<file path="config.mk">
export PLATFORM = sky130hd
export DESIGN_NAME = tad_ctrl
export DESIGN_NICKNAME = d
export VERILOG_FILES = /design/src/hdl/tad_pkg.sv /design/src/hdl/tad_ctrl.sv
export SDC_FILE = /design/constraint.sdc
export NUM_CORES = 1
export LEC_CHECK = 0
export BUFFER_PORTS_ARGS = -buffer_cell sky130_fd_sc_hd__buf_2
export CAP_MARGIN = 0
export CORE_AREA = 3 3 40 42
export CTS_BUF_LIST = sky130_fd_sc_hd__clkbuf_8
export CTS_CLUSTER_DIAMETER = 150
export DETAILED_ROUTE_END_ITERATION = 16
export DIE_AREA = 0 0 43 45
export PLACE_DENSITY = 0.46
export SYNTH_ARGS = -nofsm -noshare
export SYNTH_HDL_FRONTEND = slang
export SYNTH_SLANG_ARGS = --single-unit
export TNS_END_PERCENT = 30
</file>
<file path="constraint.sdc">
create_clock -name aclk -period 1.44 [get_ports aclk]
set_clock_uncertainty 0.15 [all_clocks]
set_input_delay 0.216 -clock aclk [delete_from_list [all_inputs] [get_ports aclk]]
set_output_delay 0.216 -clock aclk [all_outputs]
set_load 0.01 [all_outputs]
</file>
<file path="src/hdl/tad_pkg.sv">
`timescale 1ns / 1ps
// ----------------------------------------------------------------------------
// tad_pkg
// Shared types and constants of the track action debouncer.
// ----------------------------------------------------------------------------
package tad_pkg;

    localparam int ENTRIES = 64;
    localparam int IDX_W   = $clog2(ENTRIES);

    localparam logic [1:0] OP_OBSERVE = 2'd0;
    localparam logic [1:0] OP_SWEEP   = 2'd1;
    localparam logic [1:0] OP_CLEAR   = 2'd2;

    localparam logic [1:0] REG_CONFIRM  = 2'd0;
    localparam logic [1:0] REG_RELEASE  = 2'd1;
    localparam logic [1:0] REG_COOLDOWN = 2'd2;
    localparam logic [1:0] REG_STALE    = 2'd3;

    localparam logic [2:0]  LABEL_FALL     = 3'd1;
    localparam logic [1:0]  SEV_FALL       = 2'd3;
    localparam logic [1:0]  SEV_OTHER      = 2'd2;
    localparam logic [31:0] STALE_RESET    = 32'd120000;
    localparam logic [31:0] COOLDOWN_RESET = 32'd5000;
    localparam logic [7:0]  COUNT_RESET    = 8'd3;
    localparam logic [7:0]  HITS_MAX       = 8'd255;
    localparam logic [6:0]  EVICT_MAX      = 7'd127;

    typedef struct packed {
        logic [31:0] track;
        logic [2:0]  label;
        logic        active;
        logic [7:0]  confirm_hits;
        logic [7:0]  rel_hits;
        logic [15:0] last_conf;
        logic [47:0] start_time;
        logic [47:0] last_end;
        logic        ended;
        logic [47:0] last_seen;
    } entry_t;

    typedef struct packed {
        logic        has_event;
        logic        is_end;
        logic [31:0] event_track;
        logic [2:0]  event_label;
        logic [31:0] event_number;
        logic [47:0] onset_ms;
        logic [47:0] stamp_ms;
        logic [15:0] event_confidence;
        logic [1:0]  severity;
        logic        dropped;
        logic [6:0]  evicted_count;
    } result_t;

    typedef struct packed {
        logic capture;
        logic idx_inc;
        logic rd_en;
        logic obs_cmp;
        logic swp_eval;
        logic update;
        logic out_load;
    } cmd_t;

    typedef struct packed {
        logic [1:0] op;
        logic       match;
        logic       idx_last;
        logic       out_free;
    } stat_t;

endpackage

</file>
<file path="src/hdl/tad_ctrl.sv">
`timescale 1ns / 1ps
// ----------------------------------------------------------------------------
// tad_ctrl
// Sequencer that walks the entry table and hands results to the output.
// ----------------------------------------------------------------------------
module tad_ctrl (
    input  logic           aclk,
    input  logic           aresetn,
    input  logic           s_valid,
    output logic           s_ready,
    input  tad_pkg::stat_t stat,
    output tad_pkg::cmd_t  cmd
);
    import tad_pkg::*;

    localparam logic [2:0] ST_IDLE = 3'd0;
    localparam logic [2:0] ST_RD   = 3'd1;
    localparam logic [2:0] ST_CMP  = 3'd2;
    localparam logic [2:0] ST_UPD  = 3'd3;
    localparam logic [2:0] ST_FIN  = 3'd4;

    logic [2:0] state_reg;
    logic [2:0] state_next;

    assign s_ready = (state_reg == ST_IDLE);

    always_comb begin
        state_next = state_reg;
        cmd        = '0;
        unique case (state_reg)
            ST_IDLE: begin
                if (s_valid) begin
                    cmd.capture = 1'b1;
                    state_next  = ST_RD;
                end
            end
            ST_RD: begin
                if (stat.op == OP_OBSERVE || stat.op == OP_SWEEP) begin
                    cmd.rd_en  = 1'b1;
                    state_next = ST_CMP;
                end else begin
                    state_next = ST_UPD;
                end
            end
            ST_CMP: begin
                if (stat.op == OP_OBSERVE) begin
                    cmd.obs_cmp = 1'b1;
                end else begin
                    cmd.swp_eval = 1'b1;
                end
                if ((stat.op == OP_OBSERVE && stat.match) || stat.idx_last) begin
                    state_next = ST_UPD;
                end else begin
                    cmd.idx_inc = 1'b1;
                    state_next  = ST_RD;
                end
            end
            ST_UPD: begin
                if (stat.out_free) begin
                    cmd.update = 1'b1;
                    state_next = ST_FIN;
                end
            end
            ST_FIN: begin
                cmd.out_load = 1'b1;
                state_next   = ST_IDLE;
            end
            default: begin
                state_next = ST_IDLE;
            end
        endcase
    end

    always_ff @(posedge aclk) begin
        if (!aresetn) begin
            state_reg <= ST_IDLE;
        end else begin
            state_reg <= state_next;
        end
    end

endmodule

</file>
==> flow_metrics.env <==
export IMPL_diodes=0
export IMPL_drc=0
export IMPL_antenna_found_initial=0
export IMPL_path_class="reg -> out"
export IMPL_dieArea_um2=1940
export IMPL_cp_start_kind="register"
export IMPL_avgRoutedWirePerCell_um=10.5
export IMPL_netlist_instances=27
export IMPL_drt_antenna_violating_nets=0
export IMPL_cp_max_fo=5
export IMPL_endpoint_kind="output port"
export IMPL_critPathArrivalTime_ns=1.04
export IMPL_pwr_share_seq_pct=22.7
export IMPL_clock_sinks=3
export IMPL_peakVddDrop_mv=0.237
export IMPL_cp_required_ns=1.07
export IMPL_synth_avg_cell_area_um2=7.92
export IMPL_finalNonFillerCells=63
export IMPL_grt_setup_unrepaired="yes"
export IMPL_tns_ns=0
export IMPL_ys_ff_latch=3
export IMPL_synthArstFlopShare_pct=0
export IMPL_combPwrFrac_pct=22.9
export IMPL_synth_edf_count=0
export IMPL_die_y_um=45
export IMPL_drv_cap=0
export IMPL_pwr_share_clk_pct=54.4
export IMPL_dp_hpwl_um=466
export IMPL_tightest_slew_ns=0.244
export IMPL_power_switching_mw=0.119
export IMPL_slew_headroom_pct=83.6
export IMPL_vias=266
export IMPL_fin_crit_sh_pct=97.8
export IMPL_final_fill_count=146
export IMPL_coreArea_um2=1280
export IMPL_grt_pass1_vias=241
export IMPL_drt_iter0_markers=5
export IMPL_clk_latency_ns=0.22
export IMPL_grt_max_degree=9
export IMPL_synth_top_area_share_pct=28.1
export IMPL_yosysSeqAreaShare_pct=28.1
export IMPL_hold_viol_final=0
export IMPL_fp_row_count=13
export IMPL_tritoncts="done"
export IMPL_synth_top_area_cell="dfxtp_1"
export IMPL_fin_crit_ns=1.41
export IMPL_final_nets=57
export IMPL_synth_commonest_cells="a211oi_1, dfxtp_1, nor2_1, nor3_1"
export IMPL_cts_max_level=1
export IMPL_portBuffers=15
export IMPL_synth_flop_cell="dfxtp_1"
export IMPL_slew_violations=0
export IMPL_hold_buffers=0
export IMPL_die_w_um=43
export IMPL_p_sw_share_pct=26.9
export IMPL_power_leakage_nw=0.195
export IMPL_drt_total_wl_um=659
export IMPL_max_freq_mhz=710
export IMPL_p_int_mw=0.323
export IMPL_start_util_pct=16.7
export IMPL_netlist_top_cells_area="dfxtp_1, a211oi_1, nor3_1, nand2b_1, nor2_2"
export IMPL_clockBufferDepth=2
export IMPL_power_density_nw_per_um2=1080
export IMPL_hp_class="in -> reg"
export IMPL_setup_viol=0
export IMPL_firstDrtPassIters=4
export IMPL_largest_register_ffs=3
export IMPL_vias_per_cell=4.22
export IMPL_cts_root_buffer="clkbuf_8"
export IMPL_area_growth_pct=91.8
export IMPL_place_congestion=0.646
export IMPL_power_mw=0.442
export IMPL_synth_net_count=35
export IMPL_placed_cells=57
export IMPL_ys_types=16
export IMPL_grt_pass1_wl_mm=1.00
export IMPL_drive_gt1_share_pct=70.8
export IMPL_overflow=0
export IMPL_grt_usage_pct=7.48
export IMPL_outcome="finished clean"
export IMPL_cts_clk_slew_worst_paths_ns=0.03
export IMPL_cts_buffers=3
export IMPL_syn_cell_area_um2=214
export IMPL_io_pins=16
export IMPL_synth_warnings=0
==> through the flow <==
step	utilization (%)	hold WS (ns)	cell area, um^2	setup slack, ns
6_report	31.9	0.188	410	0.0310
5_1_grt	31.9	0.199	410	-0.0228
4_1_cts	29.5	0.179	379	0.0201
3_5_place_dp	23.7	0.418	304	0.102
3_3_place_gp	23.7	0.402	304	0.117
2_1_floorplan	-	0.266	214	0.146
==> worst paths after layout <==
path,start,to,slack (ns),depth (start not counted)
worst max register to register,state_reg[0],state_reg[0],0.31,4
worst min-delay path,aresetn,state_reg[0],0.19,3
worst max-delay path,state_reg[2],cmd[5],0.03,4
worst min register to register,state_reg[1],state_reg[1],0.50,3
==> cells in the final DEF, fill, tap and decap left out <==
master,count
nand2b_1,2
dfxtp_4,2
dfxtp_2,1
nor2_2,1
nor2_1,3
nor3_1,1
inv_1,1
a211oi_2,1
nand2_1,1
buf_6,1
nand2_2,1
and2_1,1
buf_4,3
a211oi_1,2
o21ai_1,1
nor2b_1,1
buf_2,15
nor3_2,2
nor2_4,1
nor3_4,1
clkbuf_8,3
nor4_2,1
and3_1,1
nor3b_2,1
==> layout make-up <==
class	count	area (um^2)	share of cell area [%]
Sequential cell	3	68.8	16.8
Timing Repair Buffer	19	109	26.5
Clock inverter	1	3.75	0.915
Multi-Input combinational cell	22	169	41.2
Clock buffer	3	41.3	10.1
Tap cell	15	18.8	4.57
==> repair_timing <==
item,in CTS,in global routing
buffers inserted,2,0
pin swaps,3,1
endpoints found under the hold margin,0,0
setup endpoints to repair,3,6
resized for setup,6,7
==> layer usage <==
metal  GRT usage (%)  share of wire [%]  vias up
met4            7.23                2.7        0
met1            9.11                 47      112
li1                -                  -      136
met2            10.2                 40       14
met5               0                  0        -
met3            2.39                 10        4
==> power groups by stage <==
stage	clock, mW	combinational (mW)	sequential, mW
2_1_floorplan	0	0.0582	0.0927
3_3_place_gp	0	0.0801	0.0999
3_5_place_dp	0	0.0808	0.0994
4_1_cts	0.243	0.0929	0.0964
5_1_grt	0.259	0.112	0.102
6_report	0.241	0.101	0.101
==> kinds of logic after synthesis <==
logic type      Yosys count  share of synthesized area, %
buf+inv                   2                          8.77
simple gates             18                          50.3
flops                     3                          28.1
compound gates            4                          12.9
==> worst max-delay path: stages (launching register included) <==
cell      delay [ns]
dfxtp_4         0.36
nor2_4          0.10
nand2_2         0.08
a211oi_2        0.14
buf_2           0.15
No activity file was read; power rests on OpenSTA's default activity.
